**src/rtl/core/arp_responder_one_entry_cache_assert.svh**
```systemverilog
// Assertion macros for the ARP responder core.
// Used by the modules that check their own logic; no other dependencies.
`ifndef ARP_RESPONDER_ONE_ENTRY_CACHE_ASSERT_SVH
`define ARP_RESPONDER_ONE_ENTRY_CACHE_ASSERT_SVH

// same-cycle implication, sampled on clk, off during rst
`define ARPC_ASSERT_NOW(lbl, ante, cons, msg) \
  lbl: assert property (@(posedge clk) disable iff (rst) (ante) |-> (cons)) else $error(msg);

// next-cycle implication, sampled on clk, off during rst
`define ARPC_ASSERT_NEXT(lbl, ante, cons, msg) \
  lbl: assert property (@(posedge clk) disable iff (rst) (ante) |=> (cons)) else $error(msg);

`endif

```
**src/rtl/core/arpc_pkg.sv**
```systemverilog
// Shared types, codes and frame layout for the ARP responder core.
// No dependencies; used by every module of the core.
`timescale 1ns / 1ps
`default_nettype none
package arpc_pkg;

  localparam int MAX_FRAME_LEN_DEF = 2048;
  localparam int JOBQ_DEPTH = 4;

  localparam logic [15:0] ETYPE_ARP = 16'h0806;
  localparam logic [15:0] ETYPE_IPV4 = 16'h0800;
  localparam logic [7:0] BCAST_BYTE = 8'hFF;
  localparam int ETH_HDR_LEN = 14;

  localparam logic [15:0] ARP_HTYPE_ETH = 16'd1;
  localparam logic [7:0] ARP_HLEN = 8'd6;
  localparam logic [7:0] ARP_PLEN = 8'd4;
  localparam logic [15:0] ARP_OPC_REQUEST = 16'd1;
  localparam logic [15:0] ARP_OPC_REPLY = 16'd2;

  // byte positions within an ARP frame
  localparam int POS_DST = 0;
  localparam int POS_SRC = 6;
  localparam int POS_ETYPE = ETH_HDR_LEN - 2;
  localparam int POS_HTYPE = ETH_HDR_LEN;
  localparam int POS_PTYPE = ETH_HDR_LEN + 2;
  localparam int POS_HLEN = ETH_HDR_LEN + 4;
  localparam int POS_PLEN = ETH_HDR_LEN + 5;
  localparam int POS_OP = ETH_HDR_LEN + 6;
  localparam int POS_SHA = ETH_HDR_LEN + 8;
  localparam int POS_SPA = ETH_HDR_LEN + 14;
  localparam int POS_THA = ETH_HDR_LEN + 18;
  localparam int POS_TPA = ETH_HDR_LEN + 24;
  localparam int ARP_FRAME_LEN = ETH_HDR_LEN + 28;
  localparam int IDX_W = $clog2(ARP_FRAME_LEN);

  localparam logic CMD_RX_BYTE = 1'b0;
  localparam logic CMD_LOOKUP = 1'b1;

  localparam logic REG_OWN_MAC = 1'b0;
  localparam logic REG_OWN_IP = 1'b1;

  typedef logic [1:0] kind_t;
  localparam kind_t KIND_REPLY = 2'd0;
  localparam kind_t KIND_REQUEST = 2'd1;
  localparam kind_t KIND_HIT = 2'd2;

  typedef struct packed {
    kind_t kind;
    logic [47:0] mac;
    logic [31:0] ip;
  } job_t;

  typedef struct packed {
    logic valid;
    job_t job;
  } jobq_push_t;

  typedef struct packed {
    logic full;
    logic empty;
  } jobq_stat_t;

  function automatic logic [7:0] mac_byte(input logic [47:0] mac, input logic [2:0] off);
    logic [47:0] s;
    s = mac << (8 * off);
    return s[47:40];
  endfunction

  function automatic logic [7:0] ip_byte(input logic [31:0] ip, input logic [1:0] off);
    logic [31:0] s;
    s = ip << (8 * off);
    return s[31:24];
  endfunction

  // One byte of an outgoing ARP frame for a reply or request job.
  function automatic logic [7:0] frame_byte(input job_t j, input logic [47:0] own_mac,
                                            input logic [31:0] own_ip,
                                            input logic [IDX_W-1:0] idx);
    logic reply;
    logic [47:0] dst;
    logic [47:0] tgt;
    logic [15:0] op;
    logic [7:0] b;
    reply = (j.kind == KIND_REPLY);
    dst = reply ? j.mac : {6{BCAST_BYTE}};
    tgt = reply ? j.mac : 48'd0;
    op = reply ? ARP_OPC_REPLY : ARP_OPC_REQUEST;
    unique case (idx) inside
      [POS_DST:POS_SRC-1]:         b = mac_byte(dst, 3'(idx - IDX_W'(POS_DST)));
      [POS_SRC:POS_ETYPE-1]:       b = mac_byte(own_mac, 3'(idx - IDX_W'(POS_SRC)));
      IDX_W'(POS_ETYPE):           b = ETYPE_ARP[15:8];
      IDX_W'(POS_ETYPE + 1):       b = ETYPE_ARP[7:0];
      IDX_W'(POS_HTYPE):           b = ARP_HTYPE_ETH[15:8];
      IDX_W'(POS_HTYPE + 1):       b = ARP_HTYPE_ETH[7:0];
      IDX_W'(POS_PTYPE):           b = ETYPE_IPV4[15:8];
      IDX_W'(POS_PTYPE + 1):       b = ETYPE_IPV4[7:0];
      IDX_W'(POS_HLEN):            b = ARP_HLEN;
      IDX_W'(POS_PLEN):            b = ARP_PLEN;
      IDX_W'(POS_OP):              b = op[15:8];
      IDX_W'(POS_OP + 1):          b = op[7:0];
      [POS_SHA:POS_SPA-1]:         b = mac_byte(own_mac, 3'(idx - IDX_W'(POS_SHA)));
      [POS_SPA:POS_THA-1]:         b = ip_byte(own_ip, 2'(idx - IDX_W'(POS_SPA)));
      [POS_THA:POS_TPA-1]:         b = mac_byte(tgt, 3'(idx - IDX_W'(POS_THA)));
      [POS_TPA:ARP_FRAME_LEN-1]:   b = ip_byte(j.ip, 2'(idx - IDX_W'(POS_TPA)));
      default:                     b = 8'd0;
    endcase
    return b;
  endfunction

endpackage
`default_nettype wire

```
**src/rtl/core/arp_responder_one_entry_cache.sv**
```systemverilog
// Top level of the ARP responder with a one-entry address cache.
// Depends on arpc_pkg, arpc_front, arpc_jobq and arpc_emit.
//
// Items (received frame bytes or cache lookups) are taken one per clock as long as the
// four-entry job queue between the receive front and the transmit back has room;
// item_stall rises only while that queue is full. A frame byte updates the parser in the
// cycle it is taken; an ARP request for own_ip, or a lookup that misses, queues a job that
// leaves as 42 result words, one per clock while result_stall is low; a lookup hit leaves
// as a single word. Jobs drain back to back with no gap, so the output side sets the
// sustained rate whenever jobs arrive faster than it can drain them.
// Configuration writes are always ready and take effect on the next clock.
`timescale 1ns / 1ps
`default_nettype none
module arp_responder_one_entry_cache #(
  parameter int MAX_FRAME_LEN = arpc_pkg::MAX_FRAME_LEN_DEF
) (
  input  wire logic         clk,
  input  wire logic         rst,
  input  wire logic         cfg_valid,
  output logic              cfg_ready,
  input  wire logic         cfg_index,
  input  wire logic [47:0]  cfg_data,
  input  wire logic         item_valid,
  output logic              item_stall,
  input  wire logic         cmd,
  input  wire logic [7:0]   rx_byte,
  input  wire logic         frame_end,
  input  wire logic [31:0]  query_ip,
  output logic              result_valid,
  input  wire logic         result_stall,
  output logic [1:0]        kind,
  output logic [7:0]        tx_byte,
  output logic              tx_last,
  output logic [47:0]       found_mac
);

  logic [47:0] own_mac;
  logic [31:0] own_ip;

  arpc_pkg::jobq_push_t push;
  arpc_pkg::jobq_stat_t qs;
  arpc_pkg::job_t head;
  logic pop;

  assign cfg_ready = 1'b1;
  assign item_stall = qs.full;

  always_ff @(posedge clk) begin
    if (rst) begin
      own_mac <= '0;
      own_ip <= '0;
    end else if (cfg_valid && cfg_ready) begin
      unique case (cfg_index)
        arpc_pkg::REG_OWN_MAC: own_mac <= cfg_data;
        arpc_pkg::REG_OWN_IP:  own_ip <= cfg_data[31:0];
        default: ;
      endcase
    end
  end

  arpc_front #(
    .MAX_FRAME_LEN(MAX_FRAME_LEN)
  ) u_front (
    .clk        (clk),
    .rst        (rst),
    .item_valid (item_valid),
    .item_stall (item_stall),
    .cmd        (cmd),
    .rx_byte    (rx_byte),
    .frame_end  (frame_end),
    .query_ip   (query_ip),
    .own_ip     (own_ip),
    .push       (push)
  );

  arpc_jobq #(
    .DEPTH(arpc_pkg::JOBQ_DEPTH)
  ) u_jobq (
    .clk  (clk),
    .rst  (rst),
    .push (push),
    .pop  (pop),
    .head (head),
    .stat (qs)
  );

  arpc_emit u_emit (
    .clk          (clk),
    .rst          (rst),
    .qs           (qs),
    .head         (head),
    .own_mac      (own_mac),
    .own_ip       (own_ip),
    .pop          (pop),
    .result_valid (result_valid),
    .result_stall (result_stall),
    .kind         (kind),
    .tx_byte      (tx_byte),
    .tx_last      (tx_last),
    .found_mac    (found_mac)
  );

endmodule
`default_nettype wire

```
**src/rtl/core/arpc_jobq.sv**
```systemverilog
// Short job queue between the receive front and the transmit back.
// Depends on arpc_pkg for the job word and status types.
`timescale 1ns / 1ps
`default_nettype none
module arpc_jobq #(
  parameter int DEPTH = arpc_pkg::JOBQ_DEPTH
) (
  input  wire logic                clk,
  input  wire logic                rst,
  input  wire arpc_pkg::jobq_push_t push,
  input  wire logic                pop,
  output arpc_pkg::job_t           head,
  output arpc_pkg::jobq_stat_t     stat
);

  localparam int PTR_W = (DEPTH > 1) ? $clog2(DEPTH) : 1;
  localparam int CNT_W = $clog2(DEPTH + 1);

  arpc_pkg::job_t mem [DEPTH];
  logic [PTR_W-1:0] wr_ptr;
  logic [PTR_W-1:0] rd_ptr;
  logic [CNT_W-1:0] count;
  logic do_push;
  logic do_pop;

  always_comb begin
    stat.full = (count == CNT_W'(DEPTH));
    stat.empty = (count == '0);
    do_push = push.valid && !stat.full;
    do_pop = pop && !stat.empty;
    head = mem[rd_ptr];
  end

  always_ff @(posedge clk) begin
    if (do_push) begin
      mem[wr_ptr] <= push.job;
    end
  end

  always_ff @(posedge clk) begin
    if (rst) begin
      wr_ptr <= '0;
      rd_ptr <= '0;
      count <= '0;
    end else begin
      if (do_push) begin
        wr_ptr <= (wr_ptr == PTR_W'(DEPTH - 1)) ? '0 : wr_ptr + 1'b1;
      end
      if (do_pop) begin
        rd_ptr <= (rd_ptr == PTR_W'(DEPTH - 1)) ? '0 : rd_ptr + 1'b1;
      end
      if (do_push && !do_pop) begin
        count <= count + 1'b1;
      end else if (do_pop && !do_push) begin
        count <= count - 1'b1;
      end
    end
  end

endmodule
`default_nettype wire

```
**src/rtl/core/arpc_front.sv**
```systemverilog
// Receive front: parses frame bytes, keeps the one-entry cache, classifies items into jobs.
// Depends on arpc_pkg.
`timescale 1ns / 1ps
`default_nettype none
module arpc_front #(
  parameter int MAX_FRAME_LEN = arpc_pkg::MAX_FRAME_LEN_DEF
) (
  input  wire logic                 clk,
  input  wire logic                 rst,
  input  wire logic                 item_valid,
  input  wire logic                 item_stall,
  input  wire logic                 cmd,
  input  wire logic [7:0]           rx_byte,
  input  wire logic                 frame_end,
  input  wire logic [31:0]          query_ip,
  input  wire logic [31:0]          own_ip,
  output arpc_pkg::jobq_push_t      push
);

  localparam int POS_W = $clog2(MAX_FRAME_LEN);
  localparam logic [POS_W-1:0] POS_SAT = POS_W'(MAX_FRAME_LEN - 1);

  logic [POS_W-1:0] pos;
  logic [15:0] ethertype;
  logic [15:0] opcode;
  logic [47:0] peer_mac;
  logic [31:0] peer_ip;
  logic [31:0] asked_ip;
  logic [31:0] cached_ip;
  logic [47:0] cached_mac;
  logic cache_valid;

  logic accept;
  logic rx_accept;
  logic [31:0] asked_ip_next;
  logic arp_ok;
  logic learn;
  logic answer;
  logic hit;

  always_comb begin
    accept = item_valid && !item_stall;
    rx_accept = accept && (cmd == arpc_pkg::CMD_RX_BYTE);
    asked_ip_next = asked_ip;
    if (pos >= POS_W'(arpc_pkg::POS_TPA) && pos < POS_W'(arpc_pkg::ARP_FRAME_LEN)) begin
      asked_ip_next = {asked_ip[23:0], rx_byte};
    end
    arp_ok = frame_end && (pos >= POS_W'(arpc_pkg::ARP_FRAME_LEN - 1))
             && (ethertype == arpc_pkg::ETYPE_ARP);
    learn = arp_ok && ((opcode == arpc_pkg::ARP_OPC_REQUEST)
                       || (opcode == arpc_pkg::ARP_OPC_REPLY));
    answer = arp_ok && (opcode == arpc_pkg::ARP_OPC_REQUEST) && (asked_ip_next == own_ip);
    hit = cache_valid && (cached_ip == query_ip);

    push.valid = accept && ((cmd == arpc_pkg::CMD_LOOKUP) || answer);
    if (cmd == arpc_pkg::CMD_LOOKUP) begin
      if (hit) begin
        push.job = '{kind: arpc_pkg::KIND_HIT, mac: cached_mac, ip: 32'd0};
      end else begin
        push.job = '{kind: arpc_pkg::KIND_REQUEST, mac: 48'd0, ip: query_ip};
      end
    end else begin
      push.job = '{kind: arpc_pkg::KIND_REPLY, mac: peer_mac, ip: peer_ip};
    end
  end

  // capture header fields by position
  always_ff @(posedge clk) begin
    if (rx_accept) begin
      if (pos == POS_W'(arpc_pkg::POS_ETYPE) || pos == POS_W'(arpc_pkg::POS_ETYPE + 1)) begin
        ethertype <= {ethertype[7:0], rx_byte};
      end
      if (pos == POS_W'(arpc_pkg::POS_OP) || pos == POS_W'(arpc_pkg::POS_OP + 1)) begin
        opcode <= {opcode[7:0], rx_byte};
      end
      if (pos >= POS_W'(arpc_pkg::POS_SHA) && pos < POS_W'(arpc_pkg::POS_SPA)) begin
        peer_mac <= {peer_mac[39:0], rx_byte};
      end
      if (pos >= POS_W'(arpc_pkg::POS_SPA) && pos < POS_W'(arpc_pkg::POS_THA)) begin
        peer_ip <= {peer_ip[23:0], rx_byte};
      end
      asked_ip <= asked_ip_next;
    end
  end

  always_ff @(posedge clk) begin
    if (rst) begin
      pos <= '0;
      cached_ip <= '0;
      cached_mac <= '0;
      cache_valid <= 1'b0;
    end else if (rx_accept) begin
      if (frame_end) begin
        pos <= '0;
      end else if (pos != POS_SAT) begin
        pos <= pos + 1'b1;
      end
      if (learn) begin
        cached_ip <= peer_ip;
        cached_mac <= peer_mac;
        cache_valid <= 1'b1;
      end
    end
  end

endmodule
`default_nettype wire

```
**src/rtl/core/arpc_emit.sv**
```systemverilog
// Transmit back: drains jobs into result words, one frame byte or lookup answer a cycle while result_stall is low.
// Depends on arpc_pkg and the assertion macro header.
`timescale 1ns / 1ps
`default_nettype none
`include "arp_responder_one_entry_cache_assert.svh"
module arpc_emit (
  input  wire logic                 clk,
  input  wire logic                 rst,
  input  wire arpc_pkg::jobq_stat_t qs,
  input  wire arpc_pkg::job_t       head,
  input  wire logic [47:0]          own_mac,
  input  wire logic [31:0]          own_ip,
  output logic                      pop,
  output logic                      result_valid,
  input  wire logic                 result_stall,
  output arpc_pkg::kind_t           kind,
  output logic [7:0]                tx_byte,
  output logic                      tx_last,
  output logic [47:0]               found_mac
);

  localparam int IDX_W = arpc_pkg::IDX_W;
  localparam logic [IDX_W-1:0] LAST_IDX = IDX_W'(arpc_pkg::ARP_FRAME_LEN - 1);

  arpc_pkg::job_t cur;
  logic [IDX_W-1:0] idx;
  logic busy;

  arpc_pkg::job_t sel;
  logic [IDX_W-1:0] idx_sel;
  logic advance;
  logic have;
  logic sel_hit;
  logic last_sel;

  always_comb begin
    advance = !result_valid || !result_stall;
    have = busy || !qs.empty;
    sel = busy ? cur : head;
    idx_sel = busy ? idx : '0;
    sel_hit = (sel.kind == arpc_pkg::KIND_HIT);
    last_sel = sel_hit || (idx_sel == LAST_IDX);
    pop = advance && !busy && !qs.empty;
  end

  always_ff @(posedge clk) begin
    if (rst) begin
      result_valid <= 1'b0;
      busy <= 1'b0;
    end else if (advance) begin
      result_valid <= have;
      if (have) begin
        busy <= !last_sel;
      end
    end
  end

  always_ff @(posedge clk) begin
    if (advance && have) begin
      kind <= sel.kind;
      tx_byte <= sel_hit ? 8'd0 : arpc_pkg::frame_byte(sel, own_mac, own_ip, idx_sel);
      tx_last <= last_sel;
      found_mac <= sel_hit ? sel.mac : 48'd0;
      cur <= sel;
      idx <= idx_sel + 1'b1;
    end
  end

  `ARPC_ASSERT_NOW(a_idx_range, busy, (idx != '0) && (idx <= LAST_IDX), "frame index out of range")
  `ARPC_ASSERT_NOW(a_start_from_queue, busy && !$past(busy), !$past(qs.empty), "frame started without a job")
  `ARPC_ASSERT_NOW(a_mac_only_on_hit, result_valid && (kind != arpc_pkg::KIND_HIT), found_mac == 48'd0, "found_mac set on frame word")
  `ARPC_ASSERT_NEXT(a_hit_single, advance && have && sel_hit, !busy, "hit answer opened a frame")

endmodule
`default_nettype wire

```
**config.mk**
```make
export PLATFORM = sky130hd
export DESIGN_NAME = arp_responder_one_entry_cache
export DESIGN_NICKNAME = d
export VERILOG_FILES = /design/src/rtl/core/arpc_pkg.sv /design/src/rtl/core/arp_responder_one_entry_cache.sv /design/src/rtl/core/arpc_jobq.sv /design/src/rtl/core/arpc_front.sv /design/src/rtl/core/arpc_emit.sv
export VERILOG_INCLUDE_DIRS = /design/src /design/src/rtl/core
export SDC_FILE = /design/constraint.sdc
export NUM_CORES = 1
export LEC_CHECK = 0
export BUFFER_PORTS_ARGS = -buffer_cell sky130_fd_sc_hd__buf_2
export CAP_MARGIN = 30
export CORE_MARGIN = 3
export CORE_UTILIZATION = 33
export CTS_BUF_LIST = sky130_fd_sc_hd__clkbuf_2
export DETAILED_ROUTE_END_ITERATION = 16
export GPL_TIMING_DRIVEN = 0
export SYNTH_ARGS = -nofsm -noshare
export SYNTH_HDL_FRONTEND = slang
export SYNTH_SLANG_ARGS = --single-unit
```
**constraint.sdc**
```tcl
create_clock -name clk -period 14.2 [get_ports clk]
set_input_delay 1.42 -clock clk [delete_from_list [all_inputs] [get_ports clk]]
set_output_delay 1.42 -clock clk [all_outputs]
set_load 0.05 [all_outputs]
```
== Word level (Yosys, flattened, before mapping) ==
Memory sizes are Yosys's and may differ from the RTL's. A register that Yosys moved wholly into a read port is not among the register bits.
Cells that the tools add are included.

* Bits in registers: 470
* Bits in latches: 0
* Memory bits (writable): 328
* Bits in read-only memories: 0
* Logic and storage cells: 159
* Memories: 1

{| class="wikitable"
|+ Memory list
! name !! depth !! width !! rd ports !! clocked after memory_dff !! write ports !! line !! source
|-
| u_jobq.mem || 4 || 82 || 1 || 1 || 1 || arpc_jobq.sv:19 || <nowiki>arpc_pkg::job_t mem [DEPTH];</nowiki>
|}

* Add/sub/neg operators: 11
* Multiply operators: 0
* Div/mod/pow operators: 0
* Magnitude comparators: 19
* Equal/unequal tests: 23
* Shift operators: 6
* Muxes and demuxes: 19
* Bitwise logic cells: 2
* Reductions and logical operators: 55

{| class="wikitable"
|+ Operators with widths
! operator !! count
|-
| 82-bit 2-to-1 mux || 3
|-
| 48-bit by 6-bit left shift with 48-bit output || 4
|-
| 48-bit 2-to-1 mux || 2
|-
| 8-bit case mux with 12 select lines || 1
|-
| 32-bit equality test || 2
|-
| 32-bit by 5-bit left shift with 32-bit output || 2
|-
| 32-bit 2-to-1 mux || 1
|-
| 6-bit by 5-bit equality test with 1-bit output (second input constant) || 5
|-
| 1-bit logical AND || 25
|-
| 11-bit by 4-bit equality test with 1-bit output (second input constant) || 2
|-
| 11-bit by 5-bit equality test with 1-bit output (second input constant) || 2
|-
| 11-bit by 5-bit >= comparator with 1-bit output (second input constant) || 2
|-
| 11-bit by 6-bit >= comparator with 1-bit output (second input constant) || 2
|-
| 11-bit by 6-bit less-than comparator with 1-bit output (second input constant) || 2
|-
| 11-bit 2-to-1 mux || 2
|-
| 6-bit by 4-bit equality test with 1-bit output (second input constant) || 3
|-
| 2-bit AND reduction || 9
|-
| 16-bit by 1-bit equality test with 1-bit output (second input constant) || 1
|-
| 16-bit by 12-bit equality test with 1-bit output (second input constant) || 1
|-
| 16-bit by 2-bit equality test with 1-bit output (second input constant) || 1
|-
| 6-bit by 5-bit >= comparator with 1-bit output (second input constant) || 2
|-
| 6-bit >= comparator (second input constant) || 2
|-
| 6-bit by 5-bit less-or-equal comparator with 1-bit output (second input constant) || 2
|-
| 6-bit less-or-equal comparator (second input constant) || 2
|-
| 28 further kinds || 55
|}

== Longest topological paths before layout ==
Gate-level depths: netlist of run 1.

* Depth in word-level cells: 12
* Depth in mapped cells: 16
* Gate-level depth less buffers: 15

== Cells and area by module ==
A second synthesis of run 1 with hierarchy kept.

* Cells, all modules: 2500
* Area total of the unflattened synthesis: 34384.2 um2

{| class="wikitable"
|+ Modules (own cells, without submodules)
! module !! times used !! cells an instance !! area an instance (um2) !! seq. area each (um2)
|-
| arpc_jobq || 1 || 478 || 12340.6 || 10029.6
|-
| arpc_front || 1 || 1090 || 10724.0 || 6165.9
|-
| arpc_emit || 1 || 616 || 7953.9 || 4394.2
|-
| arp_responder_one_entry_cache || 1 || 316 || 3365.7 || 1601.5
|}

== Worst setup path after synthesis of run 1 ==
Ideal clock, no wire load.

* Kind: input to register
* Start: in result_stall
* End: reg u_emit.busy
* Setup time: 0.091 ns
* Arrival: 9.267 ns
* Path slack: 4.841 ns
* Stages on the path: 3
* Path through: a22oi_1 -> o211ai_1 -> a21oi_1

* Word-level cells in the longest chain between the ends: 3

{| class="wikitable"
|+ Ends and longest elaborated chain
! what !! line !! source
|-
| start: declaration || arp_responder_one_entry_cache.sv:30 || <nowiki>input wire logic result_stall,</nowiki>
|-
| 1-bit logical NOT || arpc_emit.sv:37 || <nowiki>advance = !result_valid || !result_stall;</nowiki>
|-
| 1-bit logical OR || arpc_emit.sv:37 ||
|-
| 2-bit AND reduction (no line) || n/a ||
|-
| end signal: assignment || arpc_emit.sv:53 || <nowiki>busy <= !last_sel;</nowiki>
|-
| end: declaration || arpc_emit.sv:27 || <nowiki>logic busy;</nowiki>
|}

Every way passes these cells.
A chain may end at the register's enable or synchronous reset.

== Worst setup path in the final report of run 1 ==
* Start: reg u_emit.idx[1]
* End: reg u_emit.tx_byte[7] (data pin)

* Word-level cells in the longest chain between the ends: 4
* Elaborated cells between the ends (all ways): 41
* Classes of those cells: add/sub (5); order compare (12); eq/ne (8); shift (6); mux (2); reduce/logical (8)

{| class="wikitable"
|+ Ends and longest elaborated chain
! what !! line !! source
|-
| start: declaration || arpc_emit.sv:26 || <nowiki>logic [IDX_W-1:0] idx;</nowiki>
|-
| start signal: assignment || arpc_emit.sv:65 || <nowiki>idx <= idx_sel + 1'b1;</nowiki>
|-
| 6-bit 2-to-1 mux * || arpc_emit.sv:40 || <nowiki>idx_sel = busy ? idx : '0;</nowiki>
|-
| 3-bit by 1-bit subtractor with 3-bit output (tied with other cells) || arpc_pkg.sv:104 || <nowiki>[POS_THA:POS_TPA-1]: b = mac_byte(tgt, 3'(idx - IDX_W'(POS_THA)));</nowiki>
|-
| 48-bit by 6-bit left shift with 48-bit output (tied with other cells) || arpc_pkg.sv:66 || <nowiki>s = mac << (8 * off);</nowiki>
|-
| 8-bit case mux with 12 select lines * || arpc_pkg.sv:89 || <nowiki>unique case (idx) inside</nowiki>
|-
| end signal: assignment || arpc_emit.sv:61 || <nowiki>tx_byte <= sel_hit ? 8'd0 : arpc_pkg::frame_byte(sel, own_mac, own_ip, idx_sel);</nowiki>
|-
| end: declaration || arpc_emit.sv:17 || <nowiki>output logic [7:0] tx_byte,</nowiki>
|}

Mark *: on every way between the ends. The rest lies on a longest branch, timed or not.

==> metrics.cfg, run 1 <==
[synth]
syn-cell-area_sq_mm=0.03319
synth_adder_area_share_pct=0.6258
synth_edf_count=617
synthXorXnorAreaFrac_pct=1.817
ys_seq_area_share_pct=66.86
synth_top_family_by_area=simple AND/OR/NAND/NOR gates
synth_top_area_cell=edfxtp_1
synth_nets=2769
muxShareOfSynthArea_pct=7.720
synthSimpleGateAreaFrac_pct=11.96
synth.distinct_cells=71
synth_top_cell_area_share_pct=55.82
async_flop_share_pct=0
netlist_instances=2657
synthTopCellsByArea=edfxtp_1, dfxtp_1, nand2_1
synth_seq_cells=800
synth_warnings=0
avgSynthCellArea_sq_um=12.49
synth_ff_type=edfxtp_1
synth_compound_area_share_pct=8.229

[sta]
worst_pin_slew_ps=1039
setup_viol=0
slew_viol_final=0
rsz0062_at_grt=false
fin_setup_tns_ps=0
slew_headroom_pct=29.97
hold_violations=0
clock-skew-final_ps=144.8
clock.fmax_ghz=0.2044
fin_crit_sh_pct=34.45
finalCriticalPeriod_ps=4892

[final_layout]
finalNonFillerCells=4495
final_common_cell=nand2_1
layout_common_cells=nand2_1, edfxtp_1, clkbuf_2
drive_gt1_share_pct=20.75
fin_area_sq_mm=0.03806
syn_to_final_growth_pct=14.66
final_nets=3155

[worst_setup_path]
endpoint_kind=flip-flop
cp_max_fo=12
required_ps=15380
path_class=reg -> reg
crit_path_start_kind=flip-flop
cp.arrival_ps=6070

[placement]
dp_hpwl_um=68250
io_buffers=155
dpl-instance-area_sq_mm=0.03608
dp_cells=4125
place_congestion=0.8940

[clocking]
clk_pin_slew_worst_paths_ps=110
clockBufferDepth=3
numCtsBuffers=198
insertion_delay_ps=1450
root_buffer=clkbuf_2
cts_tree=built
ctsHtreeMaxLevel=4
cts-resized-gates=0
post-cts-setup-buffer-count=0
clock_sinks=800
cts.hold.buffers_added=0

[status]
status=complete, no violations

[die]
io_pins=158
rows=115
die_w_um=323.1
die-area_sq_mm=0.1044
chipHeight_um=323.1
initial_utilization_pct=33.53
core_area_sq_mm=0.09899

[global_route]
grt_max_degree=56
track_usage_pct=18.15
gr-max-usage-layer=met2
grt_pass1_vias=22363
use_met1_pct=24.19
grt_overflow=0
antenna_found_initial=12
grt_use_met2_pct=28.50
grt_util_met3_pct=4.617
grt_pass1_wl_um=140500

[route]
num_vias=22722
viasPerCell=5.055
wirelength_um=95470
wl_per_cell_um=21.24
drtIter0Drc=2029
drc=0
antenna_left=0
firstDrtPassIters=6

[pwr]
peakVddDrop_mv=0.1168
p_leak_nw=13.58
cellPowerDensity_mw_per_mm2=175.2

[hold_path]
hold_path.class=in -> reg

[flow_run]
drv_cap=0

registers in the layout (all words and copies together), names as in the netlist, named ones only:
signal,count
u_jobq.mem,328
u_emit.cur,82
own_mac,48
u_emit.found_mac,48
u_front.cached_mac,48
u_front.peer_mac,48
own_ip,32
u_front.asked_ip,32
u_front.cached_ip,32
u_front.peer_ip,32
u_front.ethertype,16
u_front.opcode,16
u_front.pos,11
u_emit.tx_byte,8
u_emit.idx,6
u_jobq.count,3
u_jobq.rd_ptr,2
u_jobq.wr_ptr,2
u_emit.busy,1
u_emit.result_valid,1
u_emit.tx_last,1
u_front.cache_valid,1
power breakdown:
group | internal (mW) | switching, mW | leakage, nW
Clock | 0.673 | 0.938 | 1.45
Combinational | 0.585 | 1.34 | 4.88
Sequential | 2.99 | 0.143 | 7.25
Total | 4.25 | 2.42 | 13.6
worst max-delay path, cell delays in order, from the launching register on:
cell	delay, ps
edfxtp_1	340
clkbuf_1	590
nand2_1	350
inv_1	200
clkbuf_1	570
buf_1	620
ha_1	360
a22oi_1	110
a221oi_1	860
or4_1	220
o31ai_1	170
a21oi_1	240
path summary, 6_finish.rpt:
check	cells after the start	startpoint	slack, ps	to
hold / removal	3	cfg_data[43]	200	own_mac[43]$_SDFFE_PP0P_
setup reg to reg	11	u_emit.idx[1]$_DFFE_PP_	9310	u_emit.tx_byte[7]$_SDFFCE_PP0P_
hold reg to reg	0	u_front.ethertype[2]$_DFFE_PP_	440	u_front.ethertype[10]$_DFFE_PP_
setup / recovery	11	u_emit.idx[1]$_DFFE_PP_	9310	u_emit.tx_byte[7]$_SDFFCE_PP0P_
cells by family (layout without fill, tap and decap cells):
logic type	count (synthesis)	in the layout
and+or+nand+nor	935	935
buffers and inverters	232	775
xor gates and xnor gates	68	68
DFF	800	800
adders and majority gates	16	16
other	1	9
AOI/OAI and AO/OA	456	456
muxes	149	149
synthesized netlist by cell type (30+ instances only):
master and number:
nor2b_1 30, xnor2_1 32, dfxtp_1 183, mux4_2 82
nand2_1 725, a21oi_1 249, mux2i_1 37, nand3_1 48
clkbuf_1 123, xor2_1 35, inv_1 69, edfxtp_1 617
o2bb2ai_1 48, nor2_1 35, o21ai_0 68
cell type report:
type	count	area, sq um
diodes	8	20.02
plain buffers	161	655.6
clock buffers	311	1556
clock inverters	46	342.8
fillers	9591	60940
inverters	71	266.5
multi-input cells	1625	10110
flip-flops and latches	800	22190
well taps	1287	1610
repair buffers	186	1305
through the flow:
step	worst slack, ps	util [%]	power, mW	hold slack, ps
floorplan	4841	-	4.431	417.6
global placement	831.9	35.94	5.336	425.9
detailed placement	9249	36.45	5.100	426.2
CTS	9373	38.36	6.711	16.84
global route	8903	38.44	6.996	27.37
finish	9308	38.45	6.667	201.2
layer usage:
metal | routed length [um] | vias to the layer above
met1 | 40830 | 11066
met4 | 3162 | 4
met2 | 43890 | 939
met5 | 27 | -
met3 | 7560 | 186
li1 | - | 10527
Power figures use the tool's default switching activity.
==> inputs of run 2 (changes only) <==
clock period = 5.09 ns   (was 14.2 ns; I/O delays follow)
==> metrics.cfg, run 2 (same netlist as run 1, synthesis figures left out) <==
[route]
firstDrtPassIters=6  ; unchanged
wirelength_um=98450  ; +3.1%
drtIter0Drc=2318  ; +14%
drc=0  ; unchanged
viasPerCell=5.039  ; -0.32%
antenna_left=0  ; unchanged
num_vias=23663  ; +4.1%
wl_per_cell_um=20.96  ; -1.3%

[worst_setup_path]
cp.arrival_ps=5800  ; -270 ps
crit_end=u_emit.tx_byte[3]$_SDFFCE_PP0P_
crit_path_start_kind=flip-flop
critPathBufInv=5  ; +1
crit_cells=14  ; +3
r2r-end=u_emit.tx_byte[3]$_SDFFCE_PP0P_
crit_slowest_cell=o31ai_1
crit_family=compound AO/OA/AOI/OAI gates
max_stage_delay_ps=770  ; -90 ps
crit_start=u_emit.idx[1]$_DFFE_PP_
endpoint_kind=flip-flop
path_class=reg -> reg
cp_max_fo=12  ; unchanged
rr_startpoint=u_emit.idx[1]$_DFFE_PP_
crit_chain=clkbuf_1, nand2_1, inv_1, clkbuf_1, buf_1, ha_1, a21oi_1, nor3b_1, o21ai_0, a21oi_1, a21oi_1, inv_1, o31ai_1, a21oi_1
required_ps=6160  ; -9220 ps
rrSetupSlack_ps=360  ; -8940 ps
rr_worst_depth=14  ; +3
crit_top_cell=a21oi_1

[final_layout]
regMostFlops=u_jobq.mem
utilization_pct=40.39  ; +1.9 points
layout_common_cells=nand2_1, edfxtp_1, clkbuf_2
final_common_cell=nand2_1
final_nets=3345  ; +6.0%
top_regs=u_jobq.mem x328, u_emit.cur x82
syn_to_final_growth_pct=20.48
largest_reg_flops=328  ; unchanged
drive_gt1_share_pct=19.68  ; -1.1 points

[die]
chipHeight_um=323.1  ; unchanged
io_pins=158  ; unchanged
initial_utilization_pct=33.53  ; unchanged
die_w_um=323.1  ; unchanged
die-area_sq_mm=0.1044  ; unchanged
core_area_sq_mm=0.09899  ; unchanged
rows=115  ; unchanged

[status]
status=complete, no violations

[sta]
hold_violations=0  ; unchanged
clock-skew-final_ps=120.7  ; -24.13 ps
setup_ws_ps=364.7  ; -8943 ps
finalCriticalPeriod_ps=4725  ; -166.5 ps
rsz0062_at_grt=false
worst_pin_slew_ps=1145  ; +105.8 ps
clock.fmax_ghz=0.2116  ; +3.5%
slew_viol_final=0  ; unchanged
setup_viol=0  ; unchanged
fin_setup_tns_ps=0  ; unchanged
fin_crit_sh_pct=92.84  ; +58 points
slew_headroom_pct=22.84  ; -7.1 points

[global_route]
grt_pass1_vias=23199  ; +3.7%
grt_max_degree=55  ; -1.8%
antenna_found_initial=7  ; -5
grt_pass1_wl_um=144500  ; +2.8%
track_usage_pct=18.65  ; +0.51 points
grt_overflow=0  ; unchanged

[pwr]
p_int_mw=11.96  ; +180%
power.switching_mw=6.783  ; +180%
p_comb_share_pct=29.2  ; +0.3 points
cellPowerDensity_mw_per_mm2=468.6  ; +170%
switching_share_pct=36.20  ; -0.13 points
p_leak_nw=14.41  ; +6.1%
peakVddDrop_mv=0.2726  ; +130%
power_frac_clock_pct=24.3  ; about the same
p_seq_share_pct=46.5  ; -0.4 points
p_total_mw=18.74  ; +180%

[clocking]
insertion_delay_ps=1460  ; about the same
numCtsBuffers=204  ; +3.0%
root_buffer=clkbuf_2
ctsHtreeMaxLevel=4  ; unchanged
clk_pin_slew_worst_paths_ps=90  ; -20 ps
clock_sinks=800  ; unchanged
clockBufferDepth=3  ; unchanged
cts_tree=built
post-cts-setup-buffer-count=0  ; unchanged

[placement]
place_ws_ps=320.0  ; -8929 ps
place_congestion=0.8838  ; -1.1%
dp_hpwl_um=68300  ; about the same
io_buffers=155  ; unchanged

[hold_path]
min_path_cells=2  ; -1
hold_path.class=in -> reg

[flow_run]
drv_cap=0  ; unchanged

run 2: area by class of cell:
| type | count | area [sq um] |
|---|---|---|
| sequential | 800 | 22190 |
| fill | 9474 | 59010 |
| tap | 1287 | 1610 |
| buffer | 161 | 665.6 |
| clock buffer | 316 | 1582 |
| antenna | 5 | 12.51 |
| clock inverter | 61 | 391.6 |
| inverter | 71 | 267.8 |
| multi-input combinational | 1625 | 10120 |
| timing repair buffer | 370 | 3143 |
run 2: worst min-delay path by stage:
stage | slack (ps) | end | from
after floorplan | 420 | u_front.ethertype[10]$_DFFE_PP_ | u_front.ethertype[2]$_DFFE_PP_
after global placement | 430 | u_front.ethertype[9]$_DFFE_PP_ | u_front.ethertype[1]$_DFFE_PP_
after detailed placement | 440 | u_front.opcode[13]$_DFFE_PP_ | u_front.opcode[5]$_DFFE_PP_
after CTS | 5 | u_front.peer_ip[3]$_DFFE_PP_ | rx_byte[3]
after global routing | 50 | u_front.peer_ip[3]$_DFFE_PP_ | rx_byte[3]
final | 160 | u_front.ethertype[3]$_DFFE_PP_ | rx_byte[3]
run 2: timing repair:
item,in CTS,in global routing
hold buffers,187,0
endpoints found under the setup margin,0,2
resized for setup,0,1
hold endpoints to repair,390,0
run 2: power groups by stage:
stage	logic [mW]	clock network, mW	registers, mW
3_3_place_gp	5.06	0	8.95
3_5_place_dp	5.32	0	8.86
5_1_grt	5.83	5.02	8.82
2_1_floorplan	2.87	0	9.74
6_report	5.47	4.55	8.72
4_1_cts	5.46	4.68	8.72
run 2: per-layer routing:
metal | track usage (%) | share of wire [%] | up-vias
li1 | - | - | 10923
met1 | 25.48 | 43 | 11599
met2 | 29.17 | 46 | 965
met3 | 3.892 | 7.5 | 172
met4 | 7.374 | 3.0 | 4
met5 | 0 | 0.027 | -
run 2: through the flow:
step,std cells,area [sq um],hold WS [ps]
CTS,4686,39920,5.224
global placement,4099,35600,425.4
finish,4696,39990,161.0
floorplan,2657,33210,417.6
global route,4693,39980,47.94
detailed placement,4122,36070,435.5
run 2: worst register-to-register path: stages (launching register included):
cell      delay (ps)
edfxtp_1         370
clkbuf_1         340
nand2_1          350
inv_1            140
clkbuf_1         340
buf_1            470
ha_1             370
a21oi_1          150
nor3b_1           70
o21ai_0          160
a21oi_1           80
a21oi_1          590
inv_1            100
o31ai_1          770
a21oi_1          160
